$ cat src/rtl/pfr_pkg.sv
package pfr_pkg;

    localparam int DATA_W         = 32;
    localparam int PAGE_W         = 31;
    localparam int CFG_W          = 5;
    localparam int ADDR_W         = 4;
    localparam int MAX_FRAMES_DEF = 16;
    localparam int AGE_WIDTH_DEF  = 32;

    localparam logic [CFG_W-1:0] PAGE_BITS_RST   = 5'd12;
    localparam logic [CFG_W-1:0] VADDR_BITS_RST  = 5'd16;
    localparam logic [CFG_W-1:0] FRAME_COUNT_RST = 5'd16;
    localparam logic             LRU_MODE_RST    = 1'b1;

    // Register indexes (paddr[3:2])
    localparam logic [1:0] REG_PAGE_BITS   = 2'd0;
    localparam logic [1:0] REG_VADDR_BITS  = 2'd1;
    localparam logic [1:0] REG_FRAME_COUNT = 2'd2;
    localparam logic [1:0] REG_LRU_MODE    = 2'd3;

    // Search record flowing down the cell chain
    typedef struct packed {
        logic              valid;
        logic              found;
        logic              free_found;
        logic [PAGE_W-1:0] page;
    } scan_ctl_t;

    // Broadcast command to every cell
    typedef struct packed {
        logic              age_en;
        logic              clr_age;
        logic              load;
        logic [PAGE_W-1:0] page;
    } upd_cmd_t;

endpackage

$ cat src/rtl/pfr_cell.sv
module pfr_cell import pfr_pkg::*; #(
    parameter int IDX        = 0,
    parameter int MAX_FRAMES = MAX_FRAMES_DEF,
    parameter int AGE_WIDTH  = AGE_WIDTH_DEF,
    localparam int IDX_W     = (MAX_FRAMES > 1) ? $clog2(MAX_FRAMES) : 1
) (
    input  logic                 aclk,
    input  logic                 aresetn,
    input  logic                 in_use,
    input  upd_cmd_t             cmd,
    input  logic [IDX_W-1:0]     slot,
    input  scan_ctl_t            rec_in,
    input  logic [IDX_W-1:0]     hit_idx_in,
    input  logic [IDX_W-1:0]     free_idx_in,
    input  logic [IDX_W-1:0]     best_idx_in,
    input  logic [AGE_WIDTH-1:0] best_age_in,
    output scan_ctl_t            rec_out,
    output logic [IDX_W-1:0]     hit_idx_out,
    output logic [IDX_W-1:0]     free_idx_out,
    output logic [IDX_W-1:0]     best_idx_out,
    output logic [AGE_WIDTH-1:0] best_age_out
);

    localparam logic [IDX_W-1:0] MY_IDX = IDX_W'(IDX);

    logic [PAGE_W-1:0]    page_reg;
    logic                 valid_reg;
    logic [AGE_WIDTH-1:0] age_reg;

    scan_ctl_t            rec_reg, rec_next;
    logic [IDX_W-1:0]     hit_idx_reg, hit_idx_next;
    logic [IDX_W-1:0]     free_idx_reg, free_idx_next;
    logic [IDX_W-1:0]     best_idx_reg, best_idx_next;
    logic [AGE_WIDTH-1:0] best_age_reg, best_age_next;

    logic sel;

    assign sel = (slot == MY_IDX);

    // Frame state
    always_ff @(posedge aclk) begin
        if (!aresetn) begin
            valid_reg <= 1'b0;
            age_reg   <= '0;
        end else begin
            if (cmd.load && sel) begin
                valid_reg <= 1'b1;
                age_reg   <= '0;
            end else if (cmd.clr_age && sel) begin
                age_reg <= '0;
            end else if (cmd.age_en && in_use && valid_reg && !(&age_reg)) begin
                age_reg <= age_reg + 1'b1;
            end
        end
    end

    always_ff @(posedge aclk) begin
        if (cmd.load && sel) begin
            page_reg <= cmd.page;
        end
    end

    // Fold this frame into the search record
    always_comb begin
        rec_next      = rec_in;
        hit_idx_next  = hit_idx_in;
        free_idx_next = free_idx_in;
        best_idx_next = best_idx_in;
        best_age_next = best_age_in;
        if (in_use) begin
            if (!rec_in.found && valid_reg && (page_reg == rec_in.page)) begin
                rec_next.found = 1'b1;
                hit_idx_next   = MY_IDX;
            end
            if (!rec_in.free_found && !valid_reg) begin
                rec_next.free_found = 1'b1;
                free_idx_next       = MY_IDX;
            end
            // strict compare keeps the lowest index on ties
            if (valid_reg && (age_reg > best_age_in)) begin
                best_idx_next = MY_IDX;
                best_age_next = age_reg;
            end
        end
    end

    always_ff @(posedge aclk) begin
        if (!aresetn) begin
            rec_reg <= '0;
        end else begin
            rec_reg <= rec_next;
        end
    end

    always_ff @(posedge aclk) begin
        hit_idx_reg  <= hit_idx_next;
        free_idx_reg <= free_idx_next;
        best_idx_reg <= best_idx_next;
        best_age_reg <= best_age_next;
    end

    assign rec_out      = rec_reg;
    assign hit_idx_out  = hit_idx_reg;
    assign free_idx_out = free_idx_reg;
    assign best_idx_out = best_idx_reg;
    assign best_age_out = best_age_reg;

endmodule

$ cat src/rtl/page_frame_translate_replace.sv
// An in-range address is launched down the frame chain, each frame registering the search
// record; the finished record is latched, then the frames are updated and the result loaded.
// Out-of-range addresses go straight to the finish state and touch no frame.
// A new input is taken only after the result is loaded; a stalled result holds it off.
// Reset: synchronous, active low; clears all frames, ages, the eviction count and the
// result channel, and loads the register defaults.
module page_frame_translate_replace import pfr_pkg::*; #(
    parameter int MAX_FRAMES = MAX_FRAMES_DEF,
    parameter int AGE_WIDTH  = AGE_WIDTH_DEF
) (
    input  logic              aclk,
    input  logic              aresetn,
    input  logic              psel,
    input  logic              penable,
    input  logic              pwrite,
    input  logic [ADDR_W-1:0] paddr,
    input  logic [DATA_W-1:0] pwdata,
    output logic [DATA_W-1:0] prdata,
    output logic              pready,
    input  logic              s_valid,
    output logic              s_ready,
    input  logic [DATA_W-1:0] s_virt_address,
    output logic              m_valid,
    input  logic              m_ready,
    output logic [DATA_W-1:0] m_phys_address,
    output logic              m_out_of_range,
    output logic              m_hit,
    output logic              m_evicted,
    output logic [DATA_W-1:0] m_swap_total
);

    localparam int IDX_W = (MAX_FRAMES > 1) ? $clog2(MAX_FRAMES) : 1;

    localparam logic [1:0] S_IDLE   = 2'd0;
    localparam logic [1:0] S_LAUNCH = 2'd1;
    localparam logic [1:0] S_SCAN   = 2'd2;
    localparam logic [1:0] S_FINISH = 2'd3;

    logic [1:0] state_reg, state_next;

    logic [CFG_W-1:0] page_bits_reg, vaddr_bits_reg, frame_count_reg;
    logic             lru_mode_reg;

    logic [DATA_W-1:0] addr_reg;
    logic              oor_reg;
    logic [DATA_W-1:0] count_reg;

    logic              res_found_reg, res_free_reg;
    logic [IDX_W-1:0]  res_hit_reg, res_free_idx_reg, res_best_reg;

    logic [DATA_W-1:0] m_phys_reg, m_swap_reg;
    logic              m_valid_reg, m_oor_reg, m_hit_reg, m_evicted_reg;

    logic              accept, oor_in, fin_go, evict;
    logic              cfg_wr;
    logic [PAGE_W-1:0] page_w;
    logic [DATA_W-1:0] offset_w, phys_w, count_inc;
    logic [IDX_W-1:0]  slot_sel;
    upd_cmd_t          cmd;

    scan_ctl_t            rec_chain  [0:MAX_FRAMES];
    logic [IDX_W-1:0]     hit_chain  [0:MAX_FRAMES];
    logic [IDX_W-1:0]     free_chain [0:MAX_FRAMES];
    logic [IDX_W-1:0]     best_chain [0:MAX_FRAMES];
    logic [AGE_WIDTH-1:0] age_chain  [0:MAX_FRAMES];
    logic [MAX_FRAMES-1:0] in_use;

    // Configuration port
    assign pready = 1'b1;
    assign cfg_wr = psel && penable && pwrite;

    always_ff @(posedge aclk) begin
        if (!aresetn) begin
            page_bits_reg   <= PAGE_BITS_RST;
            vaddr_bits_reg  <= VADDR_BITS_RST;
            frame_count_reg <= FRAME_COUNT_RST;
            lru_mode_reg    <= LRU_MODE_RST;
        end else if (cfg_wr) begin
            unique case (paddr[3:2])
                REG_PAGE_BITS:   page_bits_reg   <= pwdata[CFG_W-1:0];
                REG_VADDR_BITS:  vaddr_bits_reg  <= pwdata[CFG_W-1:0];
                REG_FRAME_COUNT: frame_count_reg <= pwdata[CFG_W-1:0];
                REG_LRU_MODE:    lru_mode_reg    <= pwdata[0];
                default: ;
            endcase
        end
    end

    always_comb begin
        unique case (paddr[3:2])
            REG_PAGE_BITS:   prdata = {{(DATA_W-CFG_W){1'b0}}, page_bits_reg};
            REG_VADDR_BITS:  prdata = {{(DATA_W-CFG_W){1'b0}}, vaddr_bits_reg};
            REG_FRAME_COUNT: prdata = {{(DATA_W-CFG_W){1'b0}}, frame_count_reg};
            REG_LRU_MODE:    prdata = {{(DATA_W-1){1'b0}}, lru_mode_reg};
            default:         prdata = '0;
        endcase
    end

    // Control
    assign s_ready  = (state_reg == S_IDLE);
    assign accept   = s_valid && s_ready;
    assign oor_in   = ((s_virt_address >> vaddr_bits_reg) != '0);
    assign fin_go   = (state_reg == S_FINISH) && (!m_valid_reg || m_ready);

    always_comb begin
        state_next = state_reg;
        unique case (state_reg)
            S_IDLE:   if (accept) state_next = oor_in ? S_FINISH : S_LAUNCH;
            S_LAUNCH: state_next = S_SCAN;
            S_SCAN:   if (rec_chain[MAX_FRAMES].valid) state_next = S_FINISH;
            S_FINISH: if (fin_go) state_next = S_IDLE;
            default:  state_next = S_IDLE;
        endcase
    end

    always_ff @(posedge aclk) begin
        if (!aresetn) begin
            state_reg <= S_IDLE;
        end else begin
            state_reg <= state_next;
        end
    end

    always_ff @(posedge aclk) begin
        if (accept) begin
            addr_reg <= s_virt_address;
            oor_reg  <= oor_in;
        end
    end

    // Latch the finished search record from the end of the chain
    always_ff @(posedge aclk) begin
        if ((state_reg == S_SCAN) && rec_chain[MAX_FRAMES].valid) begin
            res_found_reg    <= rec_chain[MAX_FRAMES].found;
            res_free_reg     <= rec_chain[MAX_FRAMES].free_found;
            res_hit_reg      <= hit_chain[MAX_FRAMES];
            res_free_idx_reg <= free_chain[MAX_FRAMES];
            res_best_reg     <= best_chain[MAX_FRAMES];
        end
    end

    assign page_w   = PAGE_W'(addr_reg >> page_bits_reg);
    assign offset_w = addr_reg & ~({DATA_W{1'b1}} << page_bits_reg);
    assign evict    = !res_found_reg && !res_free_reg;

    always_comb begin
        priority if (res_found_reg) begin
            slot_sel = res_hit_reg;
        end else if (res_free_reg) begin
            slot_sel = res_free_idx_reg;
        end else begin
            slot_sel = res_best_reg;
        end
    end

    assign phys_w    = (DATA_W'(slot_sel) << page_bits_reg) + offset_w;
    assign count_inc = count_reg + 1'b1;

    assign cmd.age_en  = accept && !oor_in;
    assign cmd.clr_age = fin_go && !oor_reg && res_found_reg && lru_mode_reg;
    assign cmd.load    = fin_go && !oor_reg && !res_found_reg;
    assign cmd.page    = page_w;

    always_ff @(posedge aclk) begin
        if (!aresetn) begin
            count_reg <= '0;
        end else if (fin_go && !oor_reg && evict) begin
            count_reg <= count_inc;
        end
    end

    // Result register
    always_ff @(posedge aclk) begin
        if (!aresetn) begin
            m_valid_reg <= 1'b0;
        end else if (fin_go) begin
            m_valid_reg <= 1'b1;
        end else if (m_ready) begin
            m_valid_reg <= 1'b0;
        end
    end

    always_ff @(posedge aclk) begin
        if (fin_go) begin
            m_phys_reg    <= oor_reg ? '0 : phys_w;
            m_oor_reg     <= oor_reg;
            m_hit_reg     <= !oor_reg && res_found_reg;
            m_evicted_reg <= !oor_reg && evict;
            m_swap_reg    <= (!oor_reg && evict) ? count_inc : count_reg;
        end
    end

    assign m_valid        = m_valid_reg;
    assign m_phys_address = m_phys_reg;
    assign m_out_of_range = m_oor_reg;
    assign m_hit          = m_hit_reg;
    assign m_evicted      = m_evicted_reg;
    assign m_swap_total   = m_swap_reg;

    // Cell chain
    assign rec_chain[0].valid      = (state_reg == S_LAUNCH);
    assign rec_chain[0].found      = 1'b0;
    assign rec_chain[0].free_found = 1'b0;
    assign rec_chain[0].page       = page_w;
    assign hit_chain[0]            = '0;
    assign free_chain[0]           = '0;
    assign best_chain[0]           = '0;
    assign age_chain[0]            = '0;

    for (genvar g = 0; g < MAX_FRAMES; g++) begin : g_cell
        // frame 0 is always in use; the upper clamp follows from g < MAX_FRAMES
        assign in_use[g] = (g == 0) || ({4'd0, frame_count_reg} > 9'(g));

        pfr_cell #(
            .IDX        (g),
            .MAX_FRAMES (MAX_FRAMES),
            .AGE_WIDTH  (AGE_WIDTH)
        ) u_cell (
            .aclk         (aclk),
            .aresetn      (aresetn),
            .in_use       (in_use[g]),
            .cmd          (cmd),
            .slot         (slot_sel),
            .rec_in       (rec_chain[g]),
            .hit_idx_in   (hit_chain[g]),
            .free_idx_in  (free_chain[g]),
            .best_idx_in  (best_chain[g]),
            .best_age_in  (age_chain[g]),
            .rec_out      (rec_chain[g+1]),
            .hit_idx_out  (hit_chain[g+1]),
            .free_idx_out (free_chain[g+1]),
            .best_idx_out (best_chain[g+1]),
            .best_age_out (age_chain[g+1])
        );
    end

endmodule

$ cat config.mk
export PLATFORM = sky130hd
export DESIGN_NAME = page_frame_translate_replace
export DESIGN_NICKNAME = d
export VERILOG_FILES = /design/src/rtl/pfr_pkg.sv /design/src/rtl/pfr_cell.sv /design/src/rtl/page_frame_translate_replace.sv
export SDC_FILE = /design/constraint.sdc
export NUM_CORES = 2
export LEC_CHECK = 0
export BUFFER_PORTS_ARGS = -buffer_cell sky130_fd_sc_hd__buf_4
export CAP_MARGIN = 10
export CORE_ASPECT_RATIO = 1.2
export CORE_UTILIZATION = 45
export CTS_CLUSTER_DIAMETER = 100
export CTS_CLUSTER_SIZE = 24
export DETAILED_ROUTE_END_ITERATION = 10
export SYNTH_ARGS = -nofsm -noshare
export SYNTH_HDL_FRONTEND = slang
export SYNTH_SLANG_ARGS = --single-unit
$ cat constraint.sdc
create_clock -name aclk -period 10.26 [get_ports aclk]
set_clock_uncertainty 0.15 [all_clocks]
set_input_delay 1.026 -clock aclk [delete_from_list [all_inputs] [get_ports aclk]]
set_output_delay 1.026 -clock aclk [all_outputs]
set_load 0.005 [all_outputs]
# Word-level counts from Yosys, hierarchy flattened

Index checks and enable logic that the tools add are counted.

Bits in registers: 2362
Output and inout port bits: 102
Word-level logic and storage cells: 723

Add/sub/neg operators: 18
$lt $le $gt $ge: 31
Equal/unequal tests: 40
Shift-type cells: 4
Muxes and demuxes: 173
Bitwise logic cells: 3
Reductions and logical operators: 264

Operator list:

| kind                    | number |
|---|---|
| $mux W32                | 29 |
| $add A32 B1 Y32 const B | 17 |
| $reduce_and A32 Y1      | 16 |
| $eq A31 B31 Y1          | 16 |
| $gt A32 B32 Y1          | 15 |
| $mux W4                 | 86 |
| $logic_and A1 B1 Y1     | 155 |
| $pmux W32 S4            | 1 |
| $logic_not A1 Y1        | 66 |
| $reduce_or A3 Y1        | 16 |
| $gt A5 B4 Y1 const B    | 8 |
| $mux W2                 | 19 |
| $mux W1                 | 37 |
| $add A32 B32 Y32        | 1 |
| $and A32 B32 Y32        | 1 |
| $eq A4 B4 Y1 const B    | 8 |
| $gt A32 B1 Y1 const B   | 1 |
| $not A32 Y32            | 1 |
| $reduce_bool A32 Y1     | 1 |
| $shl A32 B5 Y32 const A | 1 |
| $shl A4 B5 Y32          | 1 |
| $shr A32 B5 Y31         | 1 |
| $shr A32 B5 Y32         | 1 |
| $gt A5 B3 Y1 const B    | 4 |
| 17 further kinds        | 31 |

# Depth between registers and ports, before layout

Word-level depth: 8
Gate-level depth with buffers: 20

# By module

Synthesis repeated with hierarchy kept, for this count alone.

Cells, all modules: 9829
Area total of the unflattened synthesis: 106699.8 um^2

Modules (own cells, without submodules):

| module                           | times used | cells an instance | area an instance (um^2) |
|---|---|---|---|
| pfr_cell (g_cell[1].u_cell ...)  | 4          | 535               | 5967.0 |
| pfr_cell (g_cell[11].u_cell ...) | 4          | 535               | 5916.9 |
| pfr_cell (g_cell[5].u_cell ...)  | 2          | 536               | 5978.2 |
| page_frame_translate_replace     | 1          | 1252              | 11393.4 |
| pfr_cell (g_cell[9].u_cell)      | 1          | 542               | 6025.8 |
| pfr_cell (g_cell[0].u_cell)      | 1          | 535               | 5970.7 |
| pfr_cell (g_cell[10].u_cell)     | 1          | 535               | 5965.7 |
| pfr_cell (g_cell[3].u_cell)      | 1          | 535               | 5955.7 |
| pfr_cell (g_cell[15].u_cell)     | 1          | 536               | 5953.2 |
| pfr_cell (g_cell[12].u_cell)     | 1          | 542               | 5943.2 |

# Least setup slack after synthesis

OpenSTA, ideal clock, no wires.

Path type: register to register
Start point: register page_bits_reg[0]
End point: register m_phys_reg[30] (netlist: m_phys_address[30]) (data pin)
Arrival: 4.683 ns
Required time: 9.850 ns
Slack: 5.167 ns
Stages on the path, launching flop included: 21
Buffers on the path: 5
Period minus slack after synthesis: 5.093 ns
Cells stage by stage: dfxtp_1 -> clkbuf_1 -> buf_1 -> clkbuf_1 -> buf_1 -> clkbuf_1 -> nor3b_1 -> a21oi_1 -> nor2_1 -> a31oi_1 -> nor2_1 -> ha_1 -> o21a_1 -> o31a_1 -> o32ai_1 -> o31a_1 -> nor2_1 -> a41o_1 -> o211ai_1 -> o31ai_1 -> mux2_2

Cells in the longest elaborated chain, start to end: 4

RTL lines:

| what                   | RTL line                            | source |
|---|---|---|
| from (decl)            | page_frame_translate_replace.sv:41  | `logic [CFG_W-1:0] page_bits_reg, vaddr_bits_reg, frame_count_reg;` |
| from (signal assigned) | page_frame_translate_replace.sv:80  | `REG_PAGE_BITS: page_bits_reg <= pwdata[CFG_W-1:0];` |
| $shl A32 B5 Y32        | page_frame_translate_replace.sv:143 | `assign offset_w = addr_reg & ~({DATA_W{1'b1}} << page_bits_reg);` |
| $not A32 Y32           | page_frame_translate_replace.sv:143 |  |
| $and A32 B32 Y32       | page_frame_translate_replace.sv:143 |  |
| $add A32 B32 Y32 (*)   | page_frame_translate_replace.sv:156 | `assign phys_w = (DATA_W'(slot_sel) << page_bits_reg) + offset_w;` |
| to (signal assigned)   | page_frame_translate_replace.sv:185 | `m_phys_reg <= oor_reg ? '0 : phys_w;` |
| to (decl)              | page_frame_translate_replace.sv:51  | `logic [DATA_W-1:0] m_phys_reg, m_swap_reg;` |

Mark *: on every way between the ends. The rest lies on a longest branch, timed or not.
A chain may end at the register's enable or synchronous reset.

# Final worst setup path

Start point: register page_bits_reg[1]
End point: register m_phys_reg[30] (netlist: m_phys_address[30]) (data pin)

The elaborated chain is that of the path after synthesis.

==> flow_summary.yaml <==
outcome:
  outcome: "complete, no violations"
setup_path:
  crit_end_element: "flip-flop"
  worst-setup-path-type: "flip-flop to flip-flop"
  worst-endpoint-arrival_ns: 5.85
  critical_path_fanout_max: 39
  r2r.worst_path.cells: 16
  worstSetupStartpointType: "flip-flop"
  timing.critical_path.required_ns: 10.68
detailed_routing:
  drt_drc_violations_left: 0
  finalWirelength_mm: 264
  detailedRoute.firstPassIterationCount: 6
  initialDrtViolationCount: 4909
  drt-wirelength-per-cell_um: 20.0
  route.antenna.remaining_nets: 0
  detail_route.vias_per_cell: 5.46
  routed-via-count: 72000
global_route:
  largest_net_degree_at_the_start_of_global_routing: 267
  grt_usage_pct: 22.1
  first_pass_grt_wire_length_mm: 412
  first_global_vias: 71300
  antenna_found_initial: 9
  overflow: 0
clock_network:
  cts_root_buf: "sky130_fd_sc_hd__clkbuf_16"
  clk-insertion-delay-late_ns: 0.82
  worst_setup_hold_path_clk_slew_ns: 0.10
  tritoncts: "built"
  cts_buffer_count: 107
  cts-htree-levels: 3
  cts_sinks: 2329
  cts.path.max_buffers: 3
  postCtsResizedCells: 0
  holdBufCountCts: 0
  number_of_setup_buffers_added_after_cts: 0
flow_run:
  maxCapViolations: 0
timing:
  setup-violations-final: 0
  period_share_pct: 53.0
  timing_max_transition_violations_final: 0
  setup_tns_ns: 0
  rsz0062_at_grt: "no"
  maximum_achievable_frequency_mhz: 184
  tightest_slew_ns: 1.28
  fin_crit_ns: 5.44
  max-slew-margin-rel_pct: 14.1
  hold_violations: 0
floorplan:
  die-width_um: 442
  design.core.area_um2: 231000
  placementRows: 193
  die_height_um: 530
  initial_utilization_pct: 45.3
  design.die.area_um2: 234000
  design.portCount: 177
power_and_ir_drop:
  vdd.ir_drop.worst_v: 0.000143
  power_leakage_nw: 43.0
  power.density_cell_area_nw_per_um2: 137
yosys:
  synth_cells: 10200
  yosysSeqAreaShare_pct: 50.4
  synthDominantCellAreaShare_pct: 32.9
  ys_warn_count: 0
  yosys.cell_count.top_type: "sky130_fd_sc_hd__dfxtp_1"
  syn-mean-instance-area_um2: 10.3
  synth.lib_cells_used.distinct: 83
  synthFlopType: "sky130_fd_sc_hd__dfxtp_1"
  synth_async_sr_flop_share_pct: 0
  synth_top_cells_by_area: "sky130_fd_sc_hd__dfxtp_1 (33%), sky130_fd_sc_hd__edfxtp_1 (18%), sky130_fd_sc_hd__ha_1 (6.4%), sky130_fd_sc_hd__xnor2_1 (4.1%), sky130_fd_sc_hd__mux2_2 (3.8%)"
  post_synth_most_frequent_cells: "sky130_fd_sc_hd__dfxtp_1 (1719), sky130_fd_sc_hd__nor2_1 (882), sky130_fd_sc_hd__inv_1 (626)"
  mappedNetlistArea_um2: 105000
  synth-edff-count: 610
  synth.ff_latch_count: 2329
  synth_top_area_cell: "sky130_fd_sc_hd__dfxtp_1"
min_path:
  hold_class: "flip-flop to flip-flop"
  min_path_cells: 1
cells_and_area:
  synthToLayoutAreaGrowth_pct: 7.06
  nets: 10700
  largest_register_ff_count: 513
  final_core_util_pct: 48.5
  post_route_cells_drive_above_1_share_pct: 9.07
placed_design:
  gp_congestion: 0.895
  dp_wirelength_mm: 194
  placement.io_buffers: 119
## final timing paths
path	from	slack, ns	to
worst max-delay path	page_bits_reg[1]	4.82	m_phys_address[30]
worst min-delay path	g_cell[12].u_cell.free_idx_out[3]	0.22	g_cell[13].u_cell.free_idx_out[3]
worst max register to register	page_bits_reg[1]	4.82	m_phys_address[30]
worst min register to register	g_cell[12].u_cell.free_idx_out[3]	0.22	g_cell[13].u_cell.free_idx_out[3]
## cell type report
| cell class | instances | area (um^2) |
|---|---|---|
| fill | 21200 | 119000 |
| sequential | 2329 | 52700 |
| multi-input combinational | 6803 | 48200 |
| tap | 3022 | 3780 |
| clock buffer | 151 | 2840 |
| inverter | 630 | 2370 |
| timing repair buffer | 239 | 1850 |
| clock inverter | 11 | 203 |
| antenna | 4 | 10.0 |
## stage by stage
step                cells  total power (W)  setup WS [ns]  cell area [um^2]  hold WS, ns
finish              13200           0.0153           4.82            112000        0.217
global route        13200           0.0159           4.47            112000        0.227
CTS                 13200           0.0155           4.85            112000        0.186
detailed placement  13000           0.0107           4.84            109000        0.241
global placement    13000           0.0107           4.86            109000        0.241
floorplan           10200           0.0103           5.17            105000        0.236
## layout by cell type (no fill, tap or decap), types with 86 or more instances in the layout
cell type,n
sky130_fd_sc_hd__a21o_1,137
sky130_fd_sc_hd__a21oi_1,235
sky130_fd_sc_hd__a31oi_1,87
sky130_fd_sc_hd__and2_1,565
sky130_fd_sc_hd__and3_1,126
sky130_fd_sc_hd__buf_4,234
sky130_fd_sc_hd__clkbuf_16,107
sky130_fd_sc_hd__dfxtp_1,1715
sky130_fd_sc_hd__edfxtp_1,610
sky130_fd_sc_hd__ha_1,533
sky130_fd_sc_hd__inv_1,624
sky130_fd_sc_hd__mux2_2,353
sky130_fd_sc_hd__mux2i_1,137
sky130_fd_sc_hd__nand2_1,422
sky130_fd_sc_hd__nand2b_1,86
sky130_fd_sc_hd__nand3_1,364
sky130_fd_sc_hd__nand4_1,309
sky130_fd_sc_hd__nor2_1,863
sky130_fd_sc_hd__nor2b_1,102
sky130_fd_sc_hd__nor3_1,293
sky130_fd_sc_hd__nor4_1,238
sky130_fd_sc_hd__o21ai_0,169
sky130_fd_sc_hd__xnor2_1,492
sky130_fd_sc_hd__xor2_1,448
## cells by family (layout without fill, tap and decap cells)
kind of cell               count (synthesis)  in the layout  share of synthesized area (%)
AOI/OAI and AO/OA                       1099           1099                           7.12
muxes                                    525            525                           5.86
adders and majority gates                534            534                           6.39
xor gates and xnor gates                 940            940                           7.87
buffers and inverters                   1071           1031                           3.99
and+or+nand+nor                         3677           3677                           18.3
DFF                                     2329           2329                           50.4
other                                      2             32                        0.00718
## power by group
| part | switching (W) | internal (W) |
|---|---|---|
| Clock | 0.00288 | 0.00196 |
| Sequential | 0.0000937 | 0.00960 |
| Combinational | 0.000573 | 0.000236 |
| Total | 0.00355 | 0.0118 |
## critical path: stages, from the launching register on
cell	delay (ns)
sky130_fd_sc_hd__dfxtp_2	0.83
sky130_fd_sc_hd__buf_4	0.57
sky130_fd_sc_hd__or2_2	0.24
sky130_fd_sc_hd__nor2_1	0.13
sky130_fd_sc_hd__a21boi_0	0.35
sky130_fd_sc_hd__ha_1	0.25
sky130_fd_sc_hd__inv_1	0.06
sky130_fd_sc_hd__fa_1	0.38
sky130_fd_sc_hd__nor2b_1	0.20
sky130_fd_sc_hd__o31a_1	0.20
sky130_fd_sc_hd__o32ai_1	0.16
sky130_fd_sc_hd__o31a_1	0.29
sky130_fd_sc_hd__nor2_1	0.22
sky130_fd_sc_hd__a41o_1	0.27
sky130_fd_sc_hd__o211ai_1	0.17
sky130_fd_sc_hd__o31ai_1	0.32
sky130_fd_sc_hd__mux2_2	0.37
## metal layers
layer / GRT usage (%) / up-vias / share of wire, %
met5: 0 / - / 0.019
met4: 7.48 / 8 / 3.2
met3: 2.41 / 403 / 4.0
met2: 39.7 / 1551 / 50
met1: 27.4 / 34600 / 43
li1: - / 35400 / -
Note: power is estimated with default switching activity, not from simulation.
